## src/rtl/core/hws_pkg.sv

```systemverilog
package hws_pkg;

    typedef logic [5:0] hws_state_t;

    // result of examining one item
    typedef struct packed {
        hws_state_t state;
        logic       keep;
    } hws_step_t;

    localparam hws_state_t S_TEXT        = 6'd0;
    localparam hws_state_t S_TEXT_WS     = 6'd1;
    localparam hws_state_t S_TAG         = 6'd2;
    localparam hws_state_t S_TAG_NAME    = 6'd3;
    localparam hws_state_t S_TAG_WS      = 6'd4;
    localparam hws_state_t S_ATTR_NAME   = 6'd5;
    localparam hws_state_t S_ATTR_EQ     = 6'd6;
    localparam hws_state_t S_ATTR_VAL    = 6'd7;
    localparam hws_state_t S_ATTR_DQ     = 6'd8;
    localparam hws_state_t S_ATTR_SQ     = 6'd9;
    localparam hws_state_t S_END_TAG     = 6'd10;
    localparam hws_state_t S_END_NAME    = 6'd11;
    localparam hws_state_t S_COMMENT     = 6'd12;
    localparam hws_state_t S_COMMENT_D   = 6'd13;
    localparam hws_state_t S_COMMENT_DD  = 6'd14;
    localparam hws_state_t S_BANG        = 6'd15;
    localparam hws_state_t S_BANG_DASH   = 6'd16;
    localparam hws_state_t S_BANG_STUFF  = 6'd17;
    localparam hws_state_t S_CD_OPEN0    = 6'd18;
    localparam hws_state_t S_CDATA       = 6'd24;
    localparam hws_state_t S_CDATA_B     = 6'd25;
    localparam hws_state_t S_CDATA_BB    = 6'd26;
    localparam hws_state_t S_PNAME0      = 6'd27;
    localparam hws_state_t S_PNAME_FULL  = 6'd29;
    localparam hws_state_t S_PRE_BODY    = 6'd30;
    localparam hws_state_t S_PRE_ANGLE   = 6'd31;
    localparam hws_state_t S_PRE_CL0     = 6'd32;
    localparam hws_state_t S_PRE_CL_FULL = 6'd35;
    localparam hws_state_t S_TNAME0      = 6'd36;
    localparam hws_state_t S_TNAME_FULL  = 6'd43;
    localparam hws_state_t S_TXA_BODY    = 6'd44;
    localparam hws_state_t S_TXA_ANGLE   = 6'd45;
    localparam hws_state_t S_TXA_CL0     = 6'd46;
    localparam hws_state_t S_TXA_CL_FULL = 6'd54;
    localparam hws_state_t S_ABORT       = 6'd55;

    localparam logic [7:0] CH_LT    = 8'h3C;
    localparam logic [7:0] CH_GT    = 8'h3E;
    localparam logic [7:0] CH_SP    = 8'h20;
    localparam logic [7:0] CH_CR    = 8'h0D;
    localparam logic [7:0] CH_LF    = 8'h0A;
    localparam logic [7:0] CH_TAB   = 8'h09;
    localparam logic [7:0] CH_DQ    = 8'h22;
    localparam logic [7:0] CH_SQ    = 8'h27;
    localparam logic [7:0] CH_BANG  = 8'h21;
    localparam logic [7:0] CH_DASH  = 8'h2D;
    localparam logic [7:0] CH_LBR   = 8'h5B;
    localparam logic [7:0] CH_RBR   = 8'h5D;
    localparam logic [7:0] CH_SLASH = 8'h2F;
    localparam logic [7:0] CH_EQ    = 8'h3D;

    function automatic logic [7:0] to_lower(input logic [7:0] c);
        if (c >= 8'h41 && c <= 8'h5A)
        begin
            return c | 8'h20;
        end
        return c;
    endfunction

    function automatic logic is_letter(input logic [7:0] c);
        logic [7:0] l;
        l = to_lower(c);
        return (l >= 8'h61) && (l <= 8'h7A);
    endfunction

    // "CDATA["
    function automatic logic [7:0] cdata_char(input logic [2:0] idx);
        case (idx)
            3'd0:    return 8'h43;
            3'd1:    return 8'h44;
            3'd2:    return 8'h41;
            3'd3:    return 8'h54;
            3'd4:    return 8'h41;
            3'd5:    return 8'h5B;
            default: return 8'h00;
        endcase
    endfunction

    // "pre"
    function automatic logic [7:0] pre_char(input logic [1:0] idx);
        case (idx)
            2'd0:    return 8'h70;
            2'd1:    return 8'h72;
            2'd2:    return 8'h65;
            default: return 8'h00;
        endcase
    endfunction

    // "textarea"
    function automatic logic [7:0] txa_char(input logic [2:0] idx);
        case (idx)
            3'd0:    return 8'h74;
            3'd1:    return 8'h65;
            3'd2:    return 8'h78;
            3'd3:    return 8'h74;
            3'd4:    return 8'h61;
            3'd5:    return 8'h72;
            3'd6:    return 8'h65;
            3'd7:    return 8'h61;
            default: return 8'h00;
        endcase
    endfunction

endpackage

```

## src/rtl/core/hws_next.sv

```systemverilog
module hws_next (
    input  hws_pkg::hws_state_t state,
    input  logic [7:0]          in_byte,
    input  logic                doc_start,
    input  logic                enable,
    output hws_pkg::hws_step_t  step
);
    import hws_pkg::*;

    hws_state_t base;
    hws_state_t s;
    hws_state_t off_cd;
    hws_state_t off_pn;
    hws_state_t off_tn;
    hws_state_t off_pc;
    hws_state_t off_tc;
    logic [7:0] c;
    logic [7:0] lc;
    logic       keep;

    // tag name still a prefix of a keyword
    function automatic hws_state_t name_prefix(input logic [7:0] ch, input logic [7:0] expect_ch,
                                              input hws_state_t nxt);
        if (to_lower(ch) == expect_ch)
        begin
            return nxt;
        end
        if (ch == CH_SP)
        begin
            return S_TAG_WS;
        end
        if (ch == CH_GT)
        begin
            return S_TEXT;
        end
        return S_TAG_NAME;
    endfunction

    assign c      = in_byte;
    assign lc     = to_lower(in_byte);
    assign base   = doc_start ? S_TEXT : state;
    assign off_cd = base - S_CD_OPEN0;
    assign off_pn = base - S_PNAME0 + 6'd1;
    assign off_tn = base - S_TNAME0 + 6'd1;
    assign off_pc = base - S_PRE_CL0;
    assign off_tc = base - S_TXA_CL0;

    always_comb
    begin
        s    = base;
        keep = 1'b1;
        if (!enable)
        begin
            s = base;
        end
        else if (base >= S_CD_OPEN0 && base < S_CDATA)
        begin
            s = (c == cdata_char(off_cd[2:0])) ? base + 6'd1 : S_BANG_STUFF;
        end
        else if (base >= S_PNAME0 && base < S_PNAME_FULL)
        begin
            s = name_prefix(c, pre_char(off_pn[1:0]), base + 6'd1);
        end
        else if (base >= S_TNAME0 && base < S_TNAME_FULL)
        begin
            s = name_prefix(c, txa_char(off_tn[2:0]), base + 6'd1);
        end
        else if (base >= S_PRE_CL0 && base < S_PRE_CL_FULL)
        begin
            s = (lc == pre_char(off_pc[1:0])) ? base + 6'd1 : S_PRE_BODY;
        end
        else if (base >= S_TXA_CL0 && base < S_TXA_CL_FULL)
        begin
            s = (lc == txa_char(off_tc[2:0])) ? base + 6'd1 : S_TXA_BODY;
        end
        else
        begin
            case (base)
                S_TEXT:
                begin
                    if (c == CH_CR || c == CH_LF || c == CH_TAB)
                        keep = 1'b0;
                    else if (c == CH_LT)
                        s = S_TAG;
                    else if (c == CH_SP)
                        s = S_TEXT_WS;
                end
                S_TEXT_WS:
                begin
                    if (c == CH_CR || c == CH_LF || c == CH_TAB || c == CH_SP)
                        keep = 1'b0;
                    else
                        s = (c == CH_LT) ? S_TAG : S_TEXT;
                end
                S_TAG:
                begin
                    if (c == CH_BANG)
                        s = S_BANG;
                    else if (c == CH_SLASH)
                        s = S_END_TAG;
                    else if (lc == 8'h70)
                        s = S_PNAME0;
                    else if (lc == 8'h74)
                        s = S_TNAME0;
                    else if (c == CH_SP)
                        s = S_TAG;
                    else
                        s = is_letter(c) ? S_TAG_NAME : S_ABORT;
                end
                S_TAG_NAME, S_ATTR_VAL:
                begin
                    if (c == CH_GT)
                        s = S_TEXT;
                    else if (c == CH_SP)
                        s = S_TAG_WS;
                end
                S_TAG_WS:
                begin
                    if (c == CH_SP)
                        keep = 1'b0;
                    else
                        s = (c == CH_GT) ? S_TEXT : S_ATTR_NAME;
                end
                S_ATTR_NAME:
                begin
                    if (c == CH_EQ)
                        s = S_ATTR_EQ;
                    else if (c == CH_GT)
                        s = S_TEXT;
                    else if (c == CH_SP)
                        s = S_TAG_WS;
                end
                S_ATTR_EQ:
                begin
                    if (c == CH_DQ)
                        s = S_ATTR_DQ;
                    else if (c == CH_SQ)
                        s = S_ATTR_SQ;
                    else
                        s = S_ATTR_VAL;
                end
                S_ATTR_DQ:
                begin
                    if (c == CH_DQ)
                        s = S_ATTR_VAL;
                end
                S_ATTR_SQ:
                begin
                    if (c == CH_SQ)
                        s = S_ATTR_VAL;
                end
                S_END_TAG:
                begin
                    if (c == CH_SP)
                        keep = 1'b0;
                    else
                        s = S_END_NAME;
                end
                S_END_NAME, S_BANG_STUFF:
                begin
                    if (c == CH_GT)
                        s = S_TEXT;
                end
                S_COMMENT:
                begin
                    if (c == CH_DASH)
                        s = S_COMMENT_D;
                end
                S_COMMENT_D:
                begin
                    s = (c == CH_DASH) ? S_COMMENT_DD : S_COMMENT;
                end
                S_COMMENT_DD:
                begin
                    if (c == CH_GT)
                        s = S_TEXT;
                    else if (c != CH_DASH)
                        s = S_COMMENT;
                end
                S_BANG:
                begin
                    if (c == CH_DASH)
                        s = S_BANG_DASH;
                    else if (c == CH_LBR)
                        s = S_CD_OPEN0;
                    else
                        s = S_BANG_STUFF;
                end
                S_BANG_DASH:
                begin
                    s = (c == CH_DASH) ? S_COMMENT : S_BANG_STUFF;
                end
                S_CDATA:
                begin
                    if (c == CH_RBR)
                        s = S_CDATA_B;
                end
                S_CDATA_B:
                begin
                    s = (c == CH_RBR) ? S_CDATA_BB : S_CDATA;
                end
                S_CDATA_BB:
                begin
                    s = (c == CH_GT) ? S_TEXT : S_CDATA;
                end
                S_PNAME_FULL:
                begin
                    s = (c == CH_SP || c == CH_GT) ? S_PRE_BODY : S_TAG_NAME;
                end
                S_TNAME_FULL:
                begin
                    s = (c == CH_SP || c == CH_GT) ? S_TXA_BODY : S_TAG_NAME;
                end
                S_PRE_BODY:
                begin
                    if (c == CH_LT)
                        s = S_PRE_ANGLE;
                end
                S_PRE_ANGLE:
                begin
                    s = (c == CH_SLASH) ? S_PRE_CL0 : S_PRE_BODY;
                end
                S_PRE_CL_FULL:
                begin
                    s = (c == CH_GT) ? S_TEXT : S_PRE_BODY;
                end
                S_TXA_BODY:
                begin
                    if (c == CH_LT)
                        s = S_TXA_ANGLE;
                end
                S_TXA_ANGLE:
                begin
                    s = (c == CH_SLASH) ? S_TXA_CL0 : S_TXA_BODY;
                end
                S_TXA_CL_FULL:
                begin
                    s = (c == CH_GT) ? S_TEXT : S_TXA_BODY;
                end
                default:
                begin
                    // pass-through state and unused codes hold
                    s = base;
                end
            endcase
        end
    end

    assign step.state = s;
    assign step.keep  = keep;

endmodule

```

## src/rtl/core/html_whitespace_stripper.sv

```systemverilog
// an accepted item passes through the input register and then the result register to the output
// throughput: 1 item per cycle while the output is not stalled; the parser state register closes a feedback loop
// dropped items leave no result and do not occupy the result register
// reset clears the parser state to plain text, enable to 0 and both valid flags
module html_whitespace_stripper (
    input  logic       clk,
    input  logic       rst_n,
    input  logic       cfg_we,
    input  logic       cfg_wdata,
    input  logic       s_axis_tvalid,
    output logic       s_axis_tready,
    input  logic [7:0] s_axis_tdata,   // in_byte [7:0]
    input  logic       s_axis_tuser,   // doc_start [0]
    output logic       m_axis_tvalid,
    input  logic       m_axis_tready,
    output logic [7:0] m_axis_tdata    // out_byte [7:0]
);
    import hws_pkg::*;

    logic       enable_reg;
    hws_state_t state_reg;
    hws_state_t state_next;
    logic       in_valid_reg;
    logic       in_valid_next;
    logic [7:0] in_byte_reg;
    logic       in_start_reg;
    logic       out_valid_reg;
    logic       out_valid_next;
    logic [7:0] out_byte_reg;
    logic       out_free;
    logic       fire;
    logic       s_accept;
    hws_step_t  step;

    hws_next u_next (
        .state     (state_reg),
        .in_byte   (in_byte_reg),
        .doc_start (in_start_reg),
        .enable    (enable_reg),
        .step      (step)
    );

    assign out_free      = !out_valid_reg || m_axis_tready;
    assign fire          = in_valid_reg && out_free;
    assign s_axis_tready = !in_valid_reg || out_free;
    assign s_accept      = s_axis_tvalid && s_axis_tready;

    assign m_axis_tvalid = out_valid_reg;
    assign m_axis_tdata  = out_byte_reg;

    always_comb
    begin
        state_next     = fire ? step.state : state_reg;
        in_valid_next  = s_accept ? 1'b1 : (fire ? 1'b0 : in_valid_reg);
        out_valid_next = out_valid_reg;
        if (fire)
        begin
            out_valid_next = step.keep;
        end
        else if (m_axis_tready)
        begin
            out_valid_next = 1'b0;
        end
    end

    always_ff @(posedge clk or negedge rst_n)
    begin
        if (!rst_n)
        begin
            enable_reg    <= 1'b0;
            state_reg     <= S_TEXT;
            in_valid_reg  <= 1'b0;
            out_valid_reg <= 1'b0;
        end
        else
        begin
            if (cfg_we)
            begin
                enable_reg <= cfg_wdata;
            end
            state_reg     <= state_next;
            in_valid_reg  <= in_valid_next;
            out_valid_reg <= out_valid_next;
        end
    end

    always_ff @(posedge clk)
    begin
        if (s_accept)
        begin
            in_byte_reg  <= s_axis_tdata;
            in_start_reg <= s_axis_tuser;
        end
        if (fire && step.keep)
        begin
            out_byte_reg <= in_byte_reg;
        end
    end

    // unused state codes are never entered
    a_state_range: assert property (@(posedge clk) disable iff (!rst_n)
        state_reg <= S_ABORT)
        else $error("parser state out of range");

    // with stripping off every item yields a result
    a_disabled_pass: assert property (@(posedge clk) disable iff (!rst_n)
        fire && !enable_reg |=> out_valid_reg)
        else $error("item lost while disabled");

    // only a new response leaves the pass-through state
    a_abort_sticky: assert property (@(posedge clk) disable iff (!rst_n)
        state_reg == S_ABORT && !(in_valid_reg && in_start_reg) |=> state_reg == S_ABORT)
        else $error("pass-through state left without doc start");

    // a stalled result is not overwritten
    a_out_hold: assert property (@(posedge clk) disable iff (!rst_n)
        out_valid_reg && !m_axis_tready |=> out_valid_reg && $stable(out_byte_reg))
        else $error("pending result overwritten");

endmodule
```

## config.mk

```make
export PLATFORM = sky130hd
export DESIGN_NAME = html_whitespace_stripper
export DESIGN_NICKNAME = d
export VERILOG_FILES = /design/src/rtl/core/hws_pkg.sv /design/src/rtl/core/hws_next.sv /design/src/rtl/core/html_whitespace_stripper.sv
export SDC_FILE = /design/constraint.sdc
export NUM_CORES = 1
export LEC_CHECK = 0
export ABC_AREA = 1
export BUFFER_PORTS_ARGS = -buffer_cell sky130_fd_sc_hd__buf_2
export CAP_MARGIN = 40
export CORE_MARGIN = 2
export CORE_UTILIZATION = 40
export DETAILED_ROUTE_END_ITERATION = 6
export MAX_ROUTING_LAYER = met4
export PLACE_DENSITY = 0.54
export SLEW_MARGIN = 20
export SYNTH_ARGS = -nofsm -noshare
export SYNTH_HDL_FRONTEND = slang
export SYNTH_HIERARCHICAL = 1
export SYNTH_SLANG_ARGS = --single-unit
```

## constraint.sdc

```tcl
create_clock -name clk -period 3.6 [get_ports clk]
set_clock_uncertainty 0.1 [all_clocks]
set_input_delay 0.9 -clock clk [delete_from_list [all_inputs] [get_ports clk]]
set_output_delay 0.9 -clock clk [all_outputs]
set_load 0.005 [all_outputs]
```

== Word level (Yosys, flattened, before mapping) ==
Memory sizes are Yosys's and may differ from the RTL's.
Cells that the tools add are included.
Storage, ports and cells
  bits in registers: 26
  ROM bits: 80
  bits of input ports: 15
  logic and storage cells: 293
  memories: 2
Memories
  (no name shown): words 8, width 5, rd ports 1, clocked after Yosys merged registers in 0, write ports 0, RTL line hws_pkg.sv:101  | case (idx)
  (no name shown): words 8, width 5, rd ports 1, clocked after Yosys merged registers in 0, write ports 0, RTL line hws_pkg.sv:101
Cells by class
  add/subtract/negate cells: 8
  order comparisons: 14
  equality and inequality tests: 59
  muxes and demuxes: 175
  reductions and logical operators: 28
Operators by type and width (count)
  $mux 8: 44
  $mux 6: 51
  $pmux 6 s27: 1
  $eq 8x6->1 const B: 9
  $mux 1: 64
  $eq 6x4->1 const B: 8
  $eq 6x5->1 const B: 8
  $pmux 7 s3: 2
  $eq 8x8->1: 5
  $pmux 7 s5: 1
  $eq 8x7->1 const B: 4
  $eq 6x6->1 const B: 5
  $eq 6x3->1 const B: 4
  $eq 8x4->1 const B: 3
  $mux 5: 4
  $ge 6x6->1 const B: 3
  $lt 6x6->1 const B: 3
  $ge 8x7->1 const B: 2
  $le 8x7->1 const B: 2
  $eq 6x2->1 const B: 2
  $ge 6x5->1 const B: 2
  $lt 6x5->1 const B: 2
  $logic_and 1x1->1: 10
  $mux 2: 5
  other kinds (24): 40

== Longest topological paths before layout ==
  depth in word-level cells: 44
  depth in mapped cells: 27
  mapped depth without buffers: 26

== Hierarchy ==
Netlist, hierarchy kept.
Modules (own cells, without submodules)
  hws_next: times used 1, cells each 586, area an instance 2722.6 um^2, sequential area each 0.0 um^2
  html_whitespace_stripper: times used 1, cells each 59, area an instance 884.6 um^2, sequential area each 735.7 um^2

== Least setup slack after synthesis ==
OpenSTA, ideal clock, no wires.
  path type: register -> register
  start: register in_start_reg
  end: register out_byte_reg[0], in the netlist m_axis_tdata[0], enable pin
  setup time: 0.371 ns
  data arrival time: 2.507 ns
  required time: 3.129 ns
  setup slack: 0.623 ns
  stages on the path, launching flop included: 15
  cells stage by stage: edfxtp_1 inv_2 nand2_1 inv_1 buf_2 ha_1 inv_1 nor2_2 nand2_2 nand2_1 a221oi_1 o311ai_0 buf_4 inv_1 nor2_1
Between the ends
  longest elaborated chain between the ends: 11
  elaborated cells on any way between the ends: 29
  those cells by class: 10 x order compare; 3 x eq/ne; 8 x mux; 8 x reduce/logical
Ends and longest elaborated chain
  start, declared: RTL line html_whitespace_stripper.sv:26  | logic in_start_reg;
  start signal, assigned: RTL line html_whitespace_stripper.sv:92  | in_start_reg <= s_axis_tuser;
  $mux 6 (*): RTL line hws_next.sv:41  | assign base = doc_start ? S_TEXT : state;
  $eq 6x3->1 / $eq 6x4->1 (equally long branches): RTL line hws_next.sv:78  | case (base)
  $reduce_or 2->1 (no line)
  $pmux 1 s3: RTL line hws_next.sv:78
  $mux 1: RTL line hws_next.sv:72  | else if (base >= S_TXA_CL0 && base < S_TXA_CL_FULL)
  $mux 1: RTL line hws_next.sv:68  | else if (base >= S_PRE_CL0 && base < S_PRE_CL_FULL)
  $mux 1: RTL line hws_next.sv:64  | else if (base >= S_TNAME0 && base < S_TNAME_FULL)
  $mux 1: RTL line hws_next.sv:60  | else if (base >= S_PNAME0 && base < S_PNAME_FULL)
  $mux 1 (*): RTL line hws_next.sv:56  | else if (base >= S_CD_OPEN0 && base < S_CDATA)
  $mux 1 (*): RTL line hws_next.sv:52  | if (!enable)
  net u_next.keep: RTL line hws_next.sv:19  | logic keep;
  $logic_and 1x1->1 (*): RTL line html_whitespace_stripper.sv:94  | if (fire && step.keep)
  end signal, assigned: RTL line html_whitespace_stripper.sv:96  | out_byte_reg <= in_byte_reg;
  end, declared: RTL line html_whitespace_stripper.sv:29  | logic [7:0] out_byte_reg;
Mark *: on every way through the listed nets, which the timed path passes. The rest lies on a longest branch.
A chain may end at the register's enable or synchronous reset.

==> impl_metrics.toml <==
[run_status]
status = "complete, no violations"

[floorplan]
dieHeight_um = 98.97
start_util_pct = 41.36
core_mm2 = 0.008721
num_rows = 34
die_w_um = 98.97
boundaryPins = 25
dieArea_mm2 = 0.009794

[yosys]
synth_top_family_by_area = "simple AND/OR/NAND/NOR gates"
netlist_instances = 645
yosys.area_share.simple_pct = 50.61
ys_seq_area_share_pct = 20.40
synth_area_leaders = "nand2_1 22%, edfxtp_1 14%, nor2_1 10%, nand3_1 8.2%, inv_1 7.7%"
synth_xor_area_share_pct = 2.671
syn_avg_cell_area_um2 = 5.593
synth_mux_area_share_pct = 0
yosysTopAreaCellShare_pct = 21.75
ys_seq_elements = 26
syn_area_mm2 = 0.003607
ys.warnings.count = 6
yosys.area.top_type = "nand2_1"
synth-compound-area-share_pct = 12.80
synth_cell_types = 39
synth_adder_area_share_pct = 2.428
syn-num-nets = 667

[sta]
worst_pin_slew_ns = 0.7195
setup_tns_ns = 0
setup_violations = 0
rsz0062_at_grt = "false"
finalMaxSlewViolations = 0
finalHoldViolCount = 0
relSlewSlack_pct = 51.59
finalCriticalPeriod_ns = 3.374
max_freq_ghz = 0.2964
fin_crit_sh_pct = 93.72

[finish]
layout_common_cells = "209 x nand2_1, 99 x nor2_1, 74 x inv_1, 59 x nand3_1, 33 x o21ai_0"
n_antenna_cell = 0
design_area_mm2 = 0.003968
layout.nets = 698
area_growth_pct = 9.990
drive_gt1_share_pct = 11.41
final_common_cell = "nand2_1"

[critical_path]
critPathLaunchType = "register"
crit_end = "state_reg[0]$_DFFE_PN0P_"
path_max_fanout = 10
crit_arrival_ns = 3.45
regToRegStartpoint = "in_start_reg$_DFFE_PP_"
critPathKind = "reg -> reg"
rr_worst_depth = 17
required_ns = 3.68
rr_endpoint = "state_reg[0]$_DFFE_PN0P_"
startpoint = "in_start_reg$_DFFE_PP_"
critPathCaptureType = "register"
r2r_slack_ns = 0.23

[clock_network]
cts.clk_slew.worst_paths_ns = 0.11
ctsHoldBuffers = 0
clock_path_buffers = 2
insertion_delay_ns = 0.28
cts_tree = "yes"
clock-sinks = 26
root_buffer = "clkbuf_8"
numCtsBuffers = 3
htreeDepth = 1

[grt]
track_usage_pct = 29.58
grt_pass1_wl_um = 22160
grt_max_degree = 16
grt_pass1_vias = 4249
grt_overflow = 0
antenna_found_initial = 0

[drt]
wl_um = 13920
drc = 0
drtAntennaViolNets = 0
drt_iter0_drc = 330
vias = 4432
wl_per_cell_um = 17.78
via_per_inst = 5.660
firstDrtPassIters = 5

[place]
placed_cell_area_mm2 = 0.003890
gp_congestion = 1.069
io_buffers = 24
dp_hpwl_um = 11420

[power_and_ir_drop]
ir_worst_vdd_mv = 0.2029
power.leakage_nw = 2.071
powerDensity_mw_per_mm2 = 363.2

[run]
max-cap-violations = 0

[min_path]
hp-class = "in -> async"
[cell type report]
class	count	area, um^2
Fill cell	937	4753
Multi-Input combinational cell	523	2477
Sequential cell	26	735.7
Inverter	82	307.8
Timing Repair Buffer	40	240.2
Tap cell	108	135.1
Clock buffer	3	41.29
Clock inverter	1	30.03
[cell families after synthesis]
| group | Yosys count |
|---|---|
| and+or+nand+nor | 423 |
| AOI/OAI and AO/OA | 82 |
| buffers and inverters | 96 |
| DFF | 26 |
| adders and majority gates | 7 |
| xor gates and xnor gates | 11 |
[critical path, cell delays in order, from the launching register on]
cell      delay, ns
edfxtp_1       0.45
inv_2          0.18
nand2_1        0.13
buf_4          0.20
ha_1           0.41
inv_1          0.12
nand2_1        0.15
o21ai_0        0.09
a221oi_1       0.23
o211ai_1       0.14
nor4_2         0.33
nand2_1        0.21
o21ai_0        0.21
inv_1          0.06
nand2_1        0.07
nand2_1        0.05
nand3_1        0.08
nand2_1        0.06
[how the worst min path moves through the flow]
stage                                           end  depth (start not counted)  slack (ns)
after detailed placement   state_reg[0]$_DFFE_PN0P_                          2        0.40
after floorplan           m_axis_tdata[3]$_DFFE_PP_                          0        0.32
after CTS                  in_valid_reg$_DFFE_PN0P_                          1        0.35
final                      in_valid_reg$_DFFE_PN0P_                          1        0.35
after global placement     state_reg[0]$_DFFE_PN0P_                          2        0.39
after global routing       in_valid_reg$_DFFE_PN0P_                          1        0.36
[power by group]
group / total, mW / switching (mW) / internal, mW
Combinational: 0.735 / 0.500 / 0.235
Clock: 0.254 / 0.105 / 0.149
Sequential: 0.452 / 0.0697 / 0.382
[repair_timing]
action	in CTS	in global routing
setup endpoints to repair	0	2
buffers inserted	0	0
resized for setup	0	1
[metrics by stage]
stage               utilization [%]  instances  hold slack (ns)  setup WS (ns)  total power [mW]
CTS                           45.42        783           0.3503         0.2636             1.430
detailed placement            44.61        779           0.3992         0.2880             1.171
finish                        45.50        783           0.3483         0.2262             1.441
global placement              44.61        779           0.3851         0.2491             1.174
floorplan                         -        645           0.3206         0.6227            0.9435
global route                  45.50        783           0.3626        0.02953             1.551
[routing by layer]
metal	routed length, um	vias to the layer above	track usage [%]
li1	-	2163	-
met1	5958	2003	39.01
met2	6072	220	44.70
met3	1107	46	3.972
met4	782	0	14.23
met5	0	-	-
[synthesized netlist by cell type (all sizes together)]
cell	n
o21bai	1
nor3	14
o2111ai	1
nor3b	2
buf	12
nor4	4
clkbuf	2
and3	1
o311ai	1
a221oi	2
a31oi	5
nand2	215
o21ai	38
nand4	11
xor2	10
o22ai	5
inv	82
nand3b	2
o211ai	6
or2	1
nor2	110
dfrtp	9
a21oi	22
ha	7
xnor2	1
edfxtp	17
nand3	63
o21a	1
Note: power is estimated with default switching activity, not from simulation.
